**config.mk**
```make
export PLATFORM = sky130hd
export DESIGN_NAME = hcbp_fifo
export DESIGN_NICKNAME = d
export VERILOG_FILES = /design/src/rtl/hcbp_pkg.sv /design/src/rtl/hcbp_fifo.sv
export SDC_FILE = /design/constraint.sdc
export NUM_CORES = 1
export LEC_CHECK = 0
export ABC_AREA = 1
export BUFFER_PORTS_ARGS = -buffer_cell sky130_fd_sc_hd__buf_2
export CAP_MARGIN = 20
export CORE_MARGIN = 4
export CORE_UTILIZATION = 49
export DETAILED_ROUTE_END_ITERATION = 8
export PLACE_DENSITY = 0.75
export REMOVE_ABC_BUFFERS = 1
export SLEW_MARGIN = 10
export SYNTH_ARGS = -nofsm -noshare
export SYNTH_HDL_FRONTEND = slang
export SYNTH_SLANG_ARGS = --single-unit
```
**constraint.sdc**
```tcl
create_clock -name i_clk -period 1.6 [get_ports i_clk]
set_input_delay 0.24 -clock i_clk [delete_from_list [all_inputs] [get_ports i_clk]]
set_output_delay 0.24 -clock i_clk [all_outputs]
set_load 0.02 [all_outputs]
```
**src/rtl/hcbp_pkg.sv**
```systemverilog
// Shared types and constants for the Huffman code bit packer.
package hcbp_pkg;

    localparam int BYTE_W         = 8;
    localparam int LEN_W          = 5;
    localparam int CODE_W         = 16;
    localparam int CNT_W          = 3;
    localparam int LAST_BIT_POS   = 7;
    localparam int MAX_CODE_BITS_DEF = 16;
    localparam int SYMBOL_COUNT_DEF  = 256;
    localparam int FIFO_DEPTH     = 2;

    localparam logic [1:0] OP_LOAD   = 2'd0;
    localparam logic [1:0] OP_ENCODE = 2'd1;
    localparam logic [1:0] OP_FLUSH  = 2'd2;

    typedef struct packed {
        logic [1:0]        opcode;
        logic [BYTE_W-1:0] symbol;
        logic [LEN_W-1:0]  code_length;
        logic [CODE_W-1:0] code_value;
    } t_in_item;

    typedef struct packed {
        logic [BYTE_W-1:0] out_byte;
        logic              last;
    } t_out_item;

    typedef struct packed {
        logic [LEN_W-1:0]  length;
        logic [CODE_W-1:0] code;
    } t_entry;

    typedef struct packed {
        logic              flush;
        logic [LEN_W-1:0]  length;
        logic [CODE_W-1:0] code;
    } t_cmd;

endpackage

```
**src/rtl/hcbp_fifo.sv**
```systemverilog
// Small synchronous FIFO used between the packer stages and at the result side.
module hcbp_fifo import hcbp_pkg::*; #(
    parameter int DW    = 8,
    parameter int DEPTH = FIFO_DEPTH
) (
    input  logic          i_clk,
    input  logic          i_rst_n,
    input  logic          i_push,
    input  logic [DW-1:0] i_data,
    output logic          o_full,
    input  logic          i_pop,
    output logic          o_empty,
    output logic [DW-1:0] o_data
);

    localparam int PTR_W = (DEPTH > 1) ? $clog2(DEPTH) : 1;
    localparam int NUM_W = $clog2(DEPTH + 1);

    logic [DW-1:0]    r_mem [DEPTH];
    logic [PTR_W-1:0] r_wr_ptr, n_wr_ptr;
    logic [PTR_W-1:0] r_rd_ptr, n_rd_ptr;
    logic [NUM_W-1:0] r_num, n_num;
    logic             wr_en;
    logic             rd_en;

    assign o_full  = (r_num == NUM_W'(DEPTH));
    assign o_empty = (r_num == '0);
    assign o_data  = r_mem[r_rd_ptr];
    assign wr_en   = i_push && !o_full;
    assign rd_en   = i_pop && !o_empty;

    always_comb begin
        n_wr_ptr = r_wr_ptr;
        n_rd_ptr = r_rd_ptr;
        n_num    = r_num;
        if (wr_en) begin
            n_wr_ptr = (r_wr_ptr == PTR_W'(DEPTH - 1)) ? '0 : r_wr_ptr + PTR_W'(1);
        end
        if (rd_en) begin
            n_rd_ptr = (r_rd_ptr == PTR_W'(DEPTH - 1)) ? '0 : r_rd_ptr + PTR_W'(1);
        end
        if (wr_en && !rd_en) begin
            n_num = r_num + NUM_W'(1);
        end else if (rd_en && !wr_en) begin
            n_num = r_num - NUM_W'(1);
        end
    end

    always_ff @(posedge i_clk) begin
        if (!i_rst_n) begin
            r_wr_ptr <= '0;
            r_rd_ptr <= '0;
            r_num    <= '0;
        end else begin
            r_wr_ptr <= n_wr_ptr;
            r_rd_ptr <= n_rd_ptr;
            r_num    <= n_num;
        end
    end

    always_ff @(posedge i_clk) begin
        if (wr_en) begin
            r_mem[r_wr_ptr] <= i_data;
        end
    end

endmodule

```
==> qor.yml, run 1 <==
status:
  status: "finished clean"
clocking:
  clk-insertion-delay-late_ps: 290
  cts.sinks: 21
  cts_tree: "built"
  postCtsHoldBufs: 0
  clkTransAtPathRegs_ps: 100
  cts.root.buffer_cell: "clkbuf_4"
  clockBufferDepth: 2
  cts_buffers: 3
  cts_max_level: 1
placed_design:
  place_hpwl_um: 982
  port_buffers: 21
  dp_cells: 103
  gp_congestion: 0.719
  place_ws_ps: 203
timing:
  fin_crit_ps: 1490
  fin_skew_ps: 2.22
  worst_slew_pin_slew_ps: 204
  maxSlewHeadroom_pct: 86.4
  hold_viol_final: 0
  max_freq_mhz: 671
  setup_viol: 0
  setup_slack_ps: 109
  rsz0062_at_grt: "no"
  period_share_pct: 93.2
  drv_slew: 0
  fin_setup_tns_ps: 0
power_and_ir_drop:
  power_frac_seq_pct: 49.8
  swShare_pct: 33.8
  peakVddDrop_v: 0.000843
  p_per_area_nw_per_um2: 1530
  power_leakage_nw: 0.429
  p_total_mw: 1.53
  power.internal_mw: 1.01
  pwr-share-clk_pct: 15.5
  p_switching_mw: 0.519
  pwr-share-comb_pct: 34.7
finish:
  nets: 105
  synthToLayoutAreaGrowth_pct: 21.6
  antenna_cells: 0
  fin_cells: 107
  layout-drive-gt1-share_pct: 44.0
critical_path:
  worstSetupPathType: "reg -> out"
  reg2reg_depth: 9
  r2r_setup_slack_ps: 190
  start_kind: "flop"
  crit_path_end_kind: "primary output"
  r2r-start: "r_num[1]"
  required_ps: 1360
  rr_endpoint: "r_num[1]"
  critPathMaxFanout: 8
  critPathArrivalTime_ps: 1250
synthesis:
  synth_edf_count: 16
  ys_seq_area_share_pct: 70.5
  yosys_warnings: 0
  yosys.cell_count.top_type: "edfxtp_1"
  async_flop_share_pct: 0
  synth_area_leader_cell: "edfxtp_1"
  synth_common_cells: "16 x edfxtp_1, 10 x nor2_1, 8 x inv_1, 8 x mux2_2, 6 x nand2_1"
  ys_top_cells_by_area: "edfxtp_1 58%, dfxtp_1 12%, mux2_2 11%"
  netlist_area_um2: 823
  netlist_instances: 63
  avgSynthCellArea_um2: 13.1
  ys.flop_type: "edfxtp_1"
  yosysUniqueCellTypes: 15
  synth_top_area_share_pct: 58.4
  synth_seq_cells: 21
grt:
  track_usage_pct: 11.6
  grt_max_degree: 12
  grt_overflow: 0
  grt_pass1_vias: 528
  grt_antenna_before_repair: 0
  grt_pass1_wl_um: 2170
die:
  coreArea_um2: 1540
  die_w_um: 49.0
  ios: 22
  rows: 14
  die_h_um: 49.0
  floorplan.initialDensity_pct: 53.4
  die-area_um2: 2400
worst_hold_path:
  min_to: "r_mem[0][3]"
  min_from: "i_data[3]"
  hold_path.class: "in -> reg"
  holdPathStages: 1
drt:
  wl_per_cell_um: 11.9
  ant_nets: 0
  vias_per_cell: 4.92
  first_pass_iters: 4
  totalWireLength_um: 1270
  first_iter_violations: 6
  vias: 526
  drc: 0
flow_run:
  max-cap-violations: 0
==> cells by family after synthesis <==
family                   Yosys count  share of synthesized area, %
AND/OR/NAND/NOR                   19                          9.42
buffers and inverters             10                          4.71
AO/OA/AOI/OAI                      4                          2.89
adder cells (fa/ha/maj)            1                          1.52
flip-flops                        21                          70.5
multiplexers                       8                          10.9
==> power by group through the flow <==
stage          Clock [mW]  Combinational, mW  Sequential, mW
2_1_floorplan           0              0.376           0.757
3_3_place_gp            0              0.523           0.770
3_5_place_dp            0              0.538           0.775
4_1_cts             0.250              0.541           0.764
5_1_grt             0.271              0.593           0.777
6_report            0.238              0.532           0.763
==> state kept, by name (all words and copies together), names as in the netlist, named ones only <==
register	cells
r_wr_ptr	1
r_mem	16
r_rd_ptr	1
r_num	2
==> layout by cell type, fill, tap and decap left out, drive strengths merged <==
cell | Yosys | layout
a21oi | 1 | 1
buf | 1 | 25
clkbuf | 0 | 4
dfxtp | 5 | 5
edfxtp | 16 | 16
ha | 1 | 1
inv | 9 | 9
mux2 | 8 | 8
nand2 | 6 | 6
nand3 | 1 | 1
nand4 | 1 | 1
nor2 | 11 | 11
o21ai | 3 | 3
==> per-layer routing <==
layer,track usage [%],share of wire [%],vias to the layer above
met5,0,0,-
met4,5.38,0.63,0
met3,3.67,7.1,2
met2,20.7,54,15
met1,12.1,38,238
li1,-,-,271
==> repair_timing <==
item                       in CTS  in global routing
buffers inserted                0                  0
setup endpoints to repair       8                  0
gates resized for setup         1                  0
==> critical path, stage by stage, from the launching register on <==
cell and delay, ps:
dfxtp_2 450, mux2_2 360, buf_2 160
==> how the worst max path moves through the flow <==
stage              from   endpoint  slack (ps)  depth (start not counted)
2_1_floorplan  r_num[0]   r_num[1]         180                          9
3_3_place_gp   r_num[0]   r_num[1]         240                          9
3_5_place_dp   r_num[0]   r_num[1]         200                          9
4_1_cts            flop  o_data[1]          90                          2
5_1_grt            flop  o_data[0]          50                          2
6_report           flop  o_data[1]         110                          2
==> per-stage QoR <==
stage                     util (%)  area [um^2]  hold slack (ps)
final                         64.9         1000              130
after global routing          64.9         1000              112
after CTS                     64.9         1000              121
after detailed placement      63.1          973              431
after global placement        63.1          973              428
after floorplan                  -          818              339
==> layout make-up <==
type / count / area [um^2]
clock buffer: 4 / 26.3
fill: 127 / 541
inverter: 9 / 33.8
multi-input combinational: 32 / 204
sequential: 21 / 582
tap: 16 / 20.0
timing repair buffer: 25 / 135
(Power assumes the default switching activity.)
==> run 2, diff against run 1 <==
--- a/config.mk
+++ b/config.mk
@@ -8,3 +8,3 @@
 export ABC_AREA = 1
-export BUFFER_PORTS_ARGS = -buffer_cell sky130_fd_sc_hd__buf_2
+export BUFFER_PORTS_ARGS = -buffer_cell sky130_fd_sc_hd__buf_4
 export CAP_MARGIN = 20
==> constraint.sdc (replaced) <==
create_clock -name i_clk -period 1.6 [get_ports i_clk]
set_input_delay 0.16 -clock i_clk [delete_from_list [all_inputs] [get_ports i_clk]]
set_output_delay 0.16 -clock i_clk [all_outputs]
set_load 0.02 [all_outputs]
==> run 2 against run 1 <==
  * Global-route usage increased by 1.0 points
  * Critical path type is now reg -> reg
  * Largest power group unchanged
  * Total power increased by 5.1%
  * Non-clock buffer count unchanged
  * First-iteration DRC count decreased by 83%
==> qor.yml, run 2 (synthesized netlist as in run 1, its figures left out) <==
timing:
  worst_slew_pin_slew_ps: 253
  fin_crit_ps: 1440
  rsz0062_at_grt: "no"
  drv_slew: 0
  fin_setup_tns_ps: 0
  fin_skew_ps: 2.07
  setup_viol: 0
  period_share_pct: 90.2
  hold_viol_final: 0
  maxSlewHeadroom_pct: 83.1
  max_freq_mhz: 693
grt:
  grt_antenna_before_repair: 0
  grt_max_degree: 13
  grt_overflow: 0
  track_usage_pct: 12.6
  grt_pass1_wl_um: 2330
  grt_pass1_vias: 537
power_and_ir_drop:
  peakVddDrop_v: 0.000955
  p_total_mw: 1.61
  power_leakage_nw: 0.450
  p_per_area_nw_per_um2: 1520
die:
  die_h_um: 49.0
  coreArea_um2: 1540
  die-area_um2: 2400
  die_w_um: 49.0
  floorplan.initialDensity_pct: 53.4
  rows: 14
  ios: 22
drt:
  vias: 523
  totalWireLength_um: 1300
  first_iter_violations: 1
  ant_nets: 0
  wl_per_cell_um: 12.1
  drc: 0
  first_pass_iters: 2
  vias_per_cell: 4.89
clocking:
  clkTransAtPathRegs_ps: 110
  cts.root.buffer_cell: "clkbuf_4"
  cts.sinks: 21
  cts_buffers: 3
  cts_max_level: 1
  cts_tree: "built"
  clk-insertion-delay-late_ps: 290
  clockBufferDepth: 2
flow_run:
  max-cap-violations: 0
finish:
  layout-drive-gt1-share_pct: 45.1
  synthToLayoutAreaGrowth_pct: 29.0
  fillers: 115
  top_register: "r_mem"
  largest_reg_flops: 16
  largestRegisters: "r_mem: 16 flops, r_num: 2 flops"
  design_area_um2: 1060
  fin_util_pct: 68.9
  nets: 105
  final_common_cell: "buf_4"
  antenna_cells: 0
  final_cell_mix: "25 x buf_4, 16 x edfxtp_1, 10 x nor2_1"
critical_path:
  start_kind: "flop"
  max_stage_delay_ps: 480
  worstSetupPathType: "reg -> reg"
  cpLargestDelayFamily: "flip-flops"
  critPathArrivalTime_ps: 1690
  crit_chain: "nor2_1 > nor2_2 > inv_1 > ha_1 > inv_1 > nand3_1 > nand2_1 > inv_1 > nor2_1"
  crit_path_end_kind: "flop"
  critPathSlowestCell: "dfxtp_1"
  crit_top_cell: "inv_1"
  path_buf_inv: 3
  required_ps: 1840
  critPathMaxFanout: 5
status:
  status: "finished clean"
placed_design:
  place_area_um2: 1030
  port_buffers: 21
  gp_congestion: 0.759
  place_hpwl_um: 1030
worst_hold_path:
  hold_path.class: "in -> reg"
run 2: cell count changes in the layout (fill, tap and decap cells not counted), sizes merged:
cell    previous run  this run
clkinv             0         1
clkbuf             4         3
run 2: layout make-up:
type                       instances  area (um^2)  share of cell area [%]
tap                               16         20.0                    1.88
multi-input combinational         32          211                    19.9
inverter                           9         33.8                    3.18
timing repair buffer              25          188                    17.7
clock inverter                     1         5.00                   0.471
sequential                        21          582                    54.8
clock buffer                       3         22.5                    2.12
run 2: stage by stage:
step,worst slack (ps),instances,hold slack [ps]
floorplan,177,62,259
global placement,248,103,345
detailed placement,204,103,349
CTS,28.6,107,34.9
global route,4.57,107,26.7
finish,156,107,44.2
run 2: final timing paths:
kind | start | end | depth (start not counted) | slack [ps]
max | r_num[0] | r_num[1] | 9 | 160
min | i_data[4] | r_mem[0][4] | 1 | 40
max reg2reg | r_num[0] | r_num[1] | 9 | 160
min reg2reg | r_wr_ptr | r_wr_ptr | 2 | 510
run 2: per-layer routing:
metal	share of wire [%]	GRT usage (%)	up-vias
met1	37	14.5	240
met4	0.77	5.38	0
li1	-	-	270
met2	56	21.3	11
met3	5.9	3.98	2
met5	0	0	-
run 2: repair_timing:
item / 4_1_cts / 5_1_grt
buffers inserted: 0 / 0
setup endpoints to repair: 0 / 9
gates resized for setup: 0 / 2
hold buffers: 0 / 0
run 2: report_power, final:
part	leakage, nW	internal (mW)	total [mW]	switching, mW
combinational	0.242	0.277	0.601	0.325
clock	0.0177	0.0929	0.242	0.149
sequential	0.191	0.697	0.769	0.0713
total	0.450	1.07	1.61	0.545
