$ cat config.mk
export PLATFORM = sky130hd
export DESIGN_NAME = hcbp_back
export DESIGN_NICKNAME = d
export VERILOG_FILES = /design/src/rtl/hcbp_pkg.sv /design/src/rtl/hcbp_back.sv
export SDC_FILE = /design/constraint.sdc
export NUM_CORES = 1
export LEC_CHECK = 0
export BUFFER_PORTS_ARGS = -buffer_cell sky130_fd_sc_hd__buf_4
export CORE_MARGIN = 2
export CORE_UTILIZATION = 25
export CTS_BUF_LIST = sky130_fd_sc_hd__clkbuf_8
export DETAILED_ROUTE_END_ITERATION = 12
export PLACE_DENSITY_LB_ADDON = 0.25
export SLEW_MARGIN = 20
export SYNTH_ARGS = -nofsm -noshare
export SYNTH_HDL_FRONTEND = slang
export SYNTH_SLANG_ARGS = --single-unit
export TNS_END_PERCENT = 1
$ cat constraint.sdc
create_clock -name i_clk -period 18.1 [get_ports i_clk]
set_clock_uncertainty 0.05 [all_clocks]
set_input_delay 0.905 -clock i_clk [delete_from_list [all_inputs] [get_ports i_clk]]
set_output_delay 0.905 -clock i_clk [all_outputs]
set_load 0.01 [all_outputs]
$ cat src/rtl/hcbp_pkg.sv
// Shared types and constants for the Huffman code bit packer.
package hcbp_pkg;

    localparam int BYTE_W         = 8;
    localparam int LEN_W          = 5;
    localparam int CODE_W         = 16;
    localparam int CNT_W          = 3;
    localparam int LAST_BIT_POS   = 7;
    localparam int MAX_CODE_BITS_DEF = 16;
    localparam int SYMBOL_COUNT_DEF  = 256;
    localparam int FIFO_DEPTH     = 2;

    localparam logic [1:0] OP_LOAD   = 2'd0;
    localparam logic [1:0] OP_ENCODE = 2'd1;
    localparam logic [1:0] OP_FLUSH  = 2'd2;

    typedef struct packed {
        logic [1:0]        opcode;
        logic [BYTE_W-1:0] symbol;
        logic [LEN_W-1:0]  code_length;
        logic [CODE_W-1:0] code_value;
    } t_in_item;

    typedef struct packed {
        logic [BYTE_W-1:0] out_byte;
        logic              last;
    } t_out_item;

    typedef struct packed {
        logic [LEN_W-1:0]  length;
        logic [CODE_W-1:0] code;
    } t_entry;

    typedef struct packed {
        logic              flush;
        logic [LEN_W-1:0]  length;
        logic [CODE_W-1:0] code;
    } t_cmd;

endpackage

$ cat src/rtl/hcbp_back.sv
// Back end: merges code bits into the byte accumulator and emits finished bytes.
module hcbp_back import hcbp_pkg::*; (
    input  logic              i_clk,
    input  logic              i_rst_n,
    input  logic              i_cmd_empty,
    input  t_cmd              i_cmd,
    output logic              o_cmd_pop,
    input  logic              i_out_full,
    output logic              o_out_push,
    output t_out_item         o_out,
    input  logic              i_cfg_wr,
    input  logic [BYTE_W-1:0] i_cfg_data
);

    localparam int K_W = $clog2(BYTE_W + 1);

    logic [BYTE_W-1:0] r_pb, n_pb;
    logic [CNT_W-1:0]  r_cnt, n_cnt;
    logic              r_busy, n_busy;
    logic [LEN_W-1:0]  r_rem, n_rem;
    logic [CODE_W-1:0] r_code, n_code;

    logic [K_W-1:0]    room;
    logic [K_W-1:0]    k;
    logic [LEN_W-1:0]  rem_after;
    logic [CODE_W-1:0] shifted;
    logic [BYTE_W-1:0] mask;
    logic [BYTE_W-1:0] chunk;
    logic [BYTE_W-1:0] pb_sh;
    logic [BYTE_W-1:0] merged;
    logic              completes;
    logic [CNT_W-1:0]  fl_sh;

    // take as many bits as fit before the byte boundary
    assign room      = K_W'(BYTE_W) - K_W'(r_cnt);
    assign k         = (r_rem < LEN_W'(room)) ? K_W'(r_rem) : room;
    assign rem_after = r_rem - LEN_W'(k);
    assign shifted   = r_code >> rem_after;
    assign mask      = BYTE_W'((9'd1 << k) - 9'd1);
    assign chunk     = shifted[BYTE_W-1:0] & mask;
    assign pb_sh     = r_pb << (k - K_W'(1));
    // the first bit adds into the old LSB; the rest land in zeros
    assign merged    = pb_sh + chunk;
    assign completes = ((K_W'(r_cnt) + k) == K_W'(BYTE_W));
    assign fl_sh     = CNT_W'(LAST_BIT_POS) - r_cnt;

    always_comb begin
        n_pb       = r_pb;
        n_cnt      = r_cnt;
        n_busy     = r_busy;
        n_rem      = r_rem;
        n_code     = r_code;
        o_cmd_pop  = 1'b0;
        o_out_push = 1'b0;
        o_out      = '{out_byte: merged, last: (rem_after < LEN_W'(BYTE_W))};
        if (r_busy) begin
            if (!completes) begin
                n_pb   = merged << 1;
                n_cnt  = r_cnt + CNT_W'(k);
                n_rem  = rem_after;
                n_busy = (rem_after != '0);
            end else if (!i_out_full) begin
                o_out_push = 1'b1;
                n_pb       = '0;
                n_cnt      = '0;
                n_rem      = rem_after;
                n_busy     = (rem_after != '0);
            end
        end else if (!i_cmd_empty) begin
            if (i_cmd.flush) begin
                o_out = '{out_byte: r_pb << fl_sh, last: 1'b1};
                if (!i_out_full) begin
                    o_cmd_pop  = 1'b1;
                    o_out_push = 1'b1;
                    n_pb       = '0;
                    n_cnt      = '0;
                end
            end else begin
                o_cmd_pop = 1'b1;
                n_rem     = i_cmd.length;
                n_code    = i_cmd.code;
                n_busy    = 1'b1;
            end
        end
        if (i_cfg_wr) begin
            n_pb  = i_cfg_data;
            n_cnt = '0;
        end
    end

    always_ff @(posedge i_clk) begin
        if (!i_rst_n) begin
            r_pb   <= '0;
            r_cnt  <= '0;
            r_busy <= 1'b0;
        end else begin
            r_pb   <= n_pb;
            r_cnt  <= n_cnt;
            r_busy <= n_busy;
        end
    end

    always_ff @(posedge i_clk) begin
        r_rem  <= n_rem;
        r_code <= n_code;
    end

endmodule

==> out/metrics.csv, run 1 <==
metric,value,unit
rows,42,
grt_setup_unrepaired,false,
grt_pass1_wl,15800,um
initial_core_util,25.55,%
clk_pin_slew,0.07,ns
ir_drop,0.00004555,V
timing.final.crit_period,8.152,ns
antenna_found_initial,0,
yosysWarnings,0,
wl,9455,um
hp-start,r_pb[7],
cp.required,17.15,ns
core-area,13240,um2
grt_usage,13.67,%
clockBufferDepth,2,
cts_setup_buffers,0,
met2_length,4672,um
r2r_start,r_cnt[0],
slew_viol_final,0,
drive_above_1_share,21.53,%
post_cts_resized,0,
die_h,120.3,um
synth_largest_area_cell,edfxtp_1,
synth.distinct_cells,63,
routedLengthMet1,4256,um
synth-async-reset-ratio,0,%
cap_violations,0,
dp_cells,600,
worstSetupPathType,register to output pin,
synth_cells,395,
synthFlopType,edfxtp_1,
avgSynthCellArea,8.565,um2
synthTopCellsByCount,"46 x nor2_1, 41 x nand2_1, 28 x a21oi_1",
cts_sinks,33,
first_iter_violations,218,
wl_per_cell,15.55,um
num-fill-cells,1440,
hold_viol,0,
cts_buffers,5,
hold_buffers,0,
critPathCaptureType,output pin,
grt_overflow,0,
via_per_inst,5.127,
cts_tree,done,
dr.pass1.iters,5,
synth_top_area_share,18.64,%
hpwl,7588,um
status,completed,
yosysSeqAreaShare,25.74,%
ant_nets,0,
drc,0,
antenna_cells,0,
netlist_top_cells_area,"edfxtp_1 19%, dfxtp_1 7.1%, ha_1 6.3%",
power_density,95.90,nW/um2
setup_tns,0,ns
yosys_register_bits,33,
h-tree-depth,2,
startpoint_type,register,
slew_headroom,37.10,%
grt_pass1_vias,3091,
area_growth,19.08,%
syn_nets,450,
startpoint,r_cnt[0],
whs,0.5839,ns
min-delay-path-class,register to register,
syn_area,3383,um2
die_w,120.3,um
crit_fanout,18,
io_pins,46,
wl_met3,306,um
leakage,1.571,nW
nNetsFinal,486,
grt_max_degree,23,
synth_edf_count,21,
fmax,0.1227,GHz
port_buffers,45,
arrival,7.20,ns
cts-root-buf,clkbuf_8,
fin_cells,608,
highest_layer,met4,
worstMarginPinSlew,0.9388,ns
dieArea,14480,um2
place.gp.congestion,0.8947,
via_count,3117,
clk_latency,0.30,ns
min_period_over_period,45.04,%
setup_viol,0,
synthMostInstantiatedCell,nor2_1,
-- cell families after synthesis --
kind of cell	after synthesis	synth area share (%)
mux	34	14.20
flops	33	25.74
simple gates	130	17.20
fa+ha+maj	20	8.062
buf+inv	44	5.029
compound gates	118	24.41
xor+xnor	16	5.363
-- sequential cells by signal, indices dropped and copies added (netlist names) --
register  count
r_rem         5
r_busy        1
r_pb          8
r_code       16
r_cnt         3
-- cell usage in the layout, fill, tap and decap left out, types with 6 or more instances in the layout --
master	n
a21o_1	6
a21oi_1	28
a221oi_1	7
buf_4	47
dfxtp_1	12
edfxtp_1	21
ha_1	17
inv_1	23
mux2_2	8
mux2i_1	15
mux4_2	9
nand2_1	41
nand3_1	7
nor2_1	46
nor3_1	15
o21ai_0	27
xnor2_1	10
-- path summary, 6_finish.rpt --
| path | endpoint | slack (ns) | depth (start not counted) |
|---|---|---|---|
| worst max-delay path | o_out[8] | 9.95 | 24 |
| worst min-delay path | r_pb[7] | 0.58 | 2 |
| worst min register to register | r_pb[7] | 0.58 | 2 |
| worst max register to register | r_pb[7] | 11.14 | 24 |
-- routing by layer --
layer	GRT usage (%)	vias up
met4	5.015	0
met2	23.62	74
li1	-	1531
met1	17.60	1497
met5	0	-
met3	1.509	15
-- power breakdown --
| part | switching (mW) | leakage [nW] | total [mW] | internal [mW] |
|---|---|---|---|---|
| Clock | 0.0317 | 0.0687 | 0.0872 | 0.0555 |
| Sequential | 0.00749 | 0.295 | 0.0932 | 0.0857 |
| Combinational | 0.118 | 1.21 | 0.206 | 0.0880 |
| Total | 0.157 | 1.57 | 0.386 | 0.229 |
-- critical path, stage by stage, from the launching register on --
cell and delay, ns:
dfxtp_1 0.75, inv_1 0.16, ha_1 0.35, inv_1 0.12, ha_1 0.26, a221oi_2 0.32, mux2_2 0.27, and2_1 0.39
inv_2 0.19, ha_1 0.26, fa_1 0.90, inv_1 0.31, mux4_2 0.43, nor2_1 0.05, a2111oi_0 0.48, ha_1 0.27
a21o_1 0.13, a21oi_1 0.09, o21bai_1 0.15, a21oi_1 0.11, o21ai_0 0.21, xor2_1 0.21, xnor2_1 0.09, a21oi_1 0.21
buf_4 0.16
-- layout make-up --
type / count / area, um2 / share of cell area, %
clock buffers: 5 / 68.82 / 1.708
clock inverters: 3 / 68.82 / 1.708
inverters: 26 / 100.1 / 2.484
multi-input cells: 318 / 2347 / 58.26
flip-flops and latches: 33 / 870.8 / 21.61
well taps: 176 / 220.2 / 5.466
repair buffers: 47 / 352.8 / 8.758
-- through the flow --
step	utilization, %	power (mW)	cell area, um2	setup WS [ns]
finish	30.42	0.3864	4029	9.948
detailed placement	29.38	0.3010	3891	10.29
global placement	29.38	0.2999	3891	10.39
floorplan	-	0.2412	3383	10.94
CTS	30.42	0.3898	4029	9.923
global route	30.42	0.4155	4029	9.212
Power figures use the tool's default switching activity.
==> run 2: changes to the inputs <==
==> constraint.sdc (replaced) <==
create_clock -name i_clk -period 8.5 [get_ports i_clk]
set_clock_uncertainty 0.05 [all_clocks]
set_input_delay 0.425 -clock i_clk [delete_from_list [all_inputs] [get_ports i_clk]]
set_output_delay 0.425 -clock i_clk [all_outputs]
set_load 0.01 [all_outputs]
==> run 2 against run 1 <==
Register-to-register slack got worse by 9.6 ns. Sequential cell count unchanged. Clock power increased by 110%. Non-clock buffer count unchanged. Via count decreased by 0.77%. Sequential power increased by 110%. Cell count unchanged. Combinational power increased by 110%. Largest cell class unchanged. Worst setup slack got worse by 9.2 ns. Count of clock-buffer cells in the layout unchanged. Routed wire length increased by 0.87%.
==> out/metrics.csv, run 2 (synthesis results as in run 1) <==
metric,value,unit,change
status,completed,,
setup_viol,0,,unchanged
first_iter_violations,233,,+6.9%
dieArea,14480,um2,unchanged
antenna_found_initial,0,,unchanged
leakage,1.571,nW,unchanged
post_cts_resized,0,,unchanged
cts_tree,done,,
via_count,3093,,-0.77%
pwr-share-seq,24.1,%,about the same
rows,42,,unchanged
critPathSlowestCell,fa_1,,
crit_fanout,18,,unchanged
switchingPower,0.3360,mW,+110%
cts_buffers,5,,unchanged
slowest_delay,0.89,ns,about the same
startpoint_type,register,,
critPathCaptureType,output pin,,
cp_cell_sequence,inv_1 -> ha_1 -> inv_1 -> ha_1 -> a221oi_2 -> mux2_2 -> and2_1 -> inv_2 -> ha_1 -> fa_1 -> inv_1 -> mux4_2 -> nor2_1 -> a2111oi_0 -> ha_1 -> a21o_1 -> a21oi_1 -> o21bai_1 -> a21oi_1 -> o21ai_0 -> xor2_1 -> xnor2_1 -> a21oi_1 -> buf_4,,
clkPwrFrac,22.5,%,about the same
drc,0,,unchanged
grt_pass1_vias,3031,,-1.9%
p_sw_share,40.77,%,+0.074 points
largest_register,r_code,,
clk_pin_slew,0.08,ns,about the same
port_buffers,45,,unchanged
reg.largest.list,"r_code (16), r_pb (8), r_rem (5)",,
grt_max_degree,23,,unchanged
ant_nets,0,,unchanged
largest_reg_flops,16,,unchanged
clk_latency,0.30,ns,about the same
min_period_over_period,90.82,%,
ir_drop,0.00009478,V,+110%
cpMostUsedCell,ha_1,,
cap_violations,0,,unchanged
num-fill-cells,1438,,-0.14%
layout_common_cells,"47 x buf_4, 46 x nor2_1, 41 x nand2_1",,
grt_setup_unrepaired,false,,
setup_tns,0,ns,unchanged
power_density,204.6,nW/um2,+110%
io_pins,46,,unchanged
clockBufferDepth,2,,unchanged
cts_sinks,33,,unchanged
worstSetupPathType,register to output pin,,
timing.final.crit_period,7.720,ns,
hpwl,7611,um,+0.31%
grt_pass1_wl,15630,um,-1.1%
h-tree-depth,2,,unchanged
cp.required,8.03,ns,-9.12 ns
via_per_inst,5.087,,-0.77%
cts-root-buf,clkbuf_8,,
cts_setup_buffers,0,,unchanged
antenna_cells,0,,unchanged
wl_per_cell,15.69,um,+0.87%
arrival,7.24,ns,+0.04 ns
die_w,120.3,um,unchanged
worstMarginPinSlew,0.9492,ns,+0.01036 ns
die_h,120.3,um,unchanged
slew_headroom,36.41,%,-0.69 points
grt_usage,13.56,%,-0.11 points
drive_above_1_share,21.53,%,unchanged
core-area,13240,um2,unchanged
nNetsFinal,486,,unchanged
dr.pass1.iters,5,,unchanged
min-delay-path-class,primary input to register,,
grt_overflow,0,,unchanged
hold_buffers,0,,unchanged
multi_input_area,2347,um2,unchanged
wl,9537,um,+0.87%
utilization,30.42,%,unchanged
pwr-share-comb,53.4,%,about the same
place.gp.congestion,0.8942,,about the same
final_common_cell,buf_4,,
initial_core_util,25.55,%,unchanged
fmax,0.1295,GHz,
hold_viol,0,,unchanged
area.sequential,870.8,um2,unchanged
internal_power,0.4882,mW,+110%
area_growth,19.08,%,unchanged
slew_viol_final,0,,unchanged
==> run 2: cell counts in the layout (fill, tap and decap cells not counted) <==
No cell type changed its count.
==> run 2: path summary, 6_finish.rpt <==
| kind | startpoint | endpoint | slack (ns) | depth (start not counted) |
|---|---|---|---|---|
| setup / recovery | r_cnt[0] | o_out[8] | 0.78 | 24 |
| hold / removal | i_cmd[2] | r_code[2] | 0.25 | 1 |
| setup reg to reg | r_cnt[0] | r_pb[7] | 1.53 | 24 |
| hold reg to reg | r_pb[7] | r_pb[7] | 0.57 | 2 |
==> run 2: metal layers <==
metal | vias up | track usage (%) | share of wire, %
met4 | 0 | 5.160 | 2.1
met5 | - | 0 | 0
li1 | 1535 | - | -
met1 | 1471 | 17.62 | 46
met2 | 74 | 23.05 | 49
met3 | 13 | 1.604 | 3.1
==> run 2: power by group through the flow <==
stage	clock network [mW]	logic (mW)	registers, mW
after global placement	0	0.436	0.202
final	0.186	0.440	0.199
after global routing	0.197	0.484	0.200
after floorplan	0	0.321	0.192
after CTS	0.191	0.441	0.199
after detailed placement	0	0.439	0.202
==> run 2: final cells by class <==
cell class / instances / area share, %
multi-input combinational: 318 / 58.26
sequential: 33 / 21.61
timing repair buffer: 47 / 8.758
tap: 176 / 5.466
inverter: 26 / 2.484
clock buffer: 5 / 1.708
clock inverter: 3 / 1.708
==> run 2: per-stage QoR <==
stage / cell area, um2 / cells / total power, mW / hold WS [ns] / worst slack, ns
2_1_floorplan: 3383 / 395 / 0.5135 / 0.4623 / 1.817
3_3_place_gp: 3891 / 600 / 0.6385 / 0.5536 / 1.268
3_5_place_dp: 3891 / 600 / 0.6416 / 0.5542 / 1.133
4_1_cts: 4029 / 608 / 0.8306 / 0.2333 / 0.7596
5_1_grt: 4029 / 608 / 0.8815 / 0.2290 / 0.1596
6_report: 4029 / 608 / 0.8242 / 0.2456 / 0.7805
==> run 2: worst max-delay path: cells and delay by family (launching register included) <==
family / cells / cell delay (ns)
fa+ha+maj: 5 / 2.03
compound gates: 8 / 1.75
buf+inv: 5 / 0.94
flops: 1 / 0.76
mux: 2 / 0.72
simple gates: 2 / 0.43
xor+xnor: 2 / 0.29
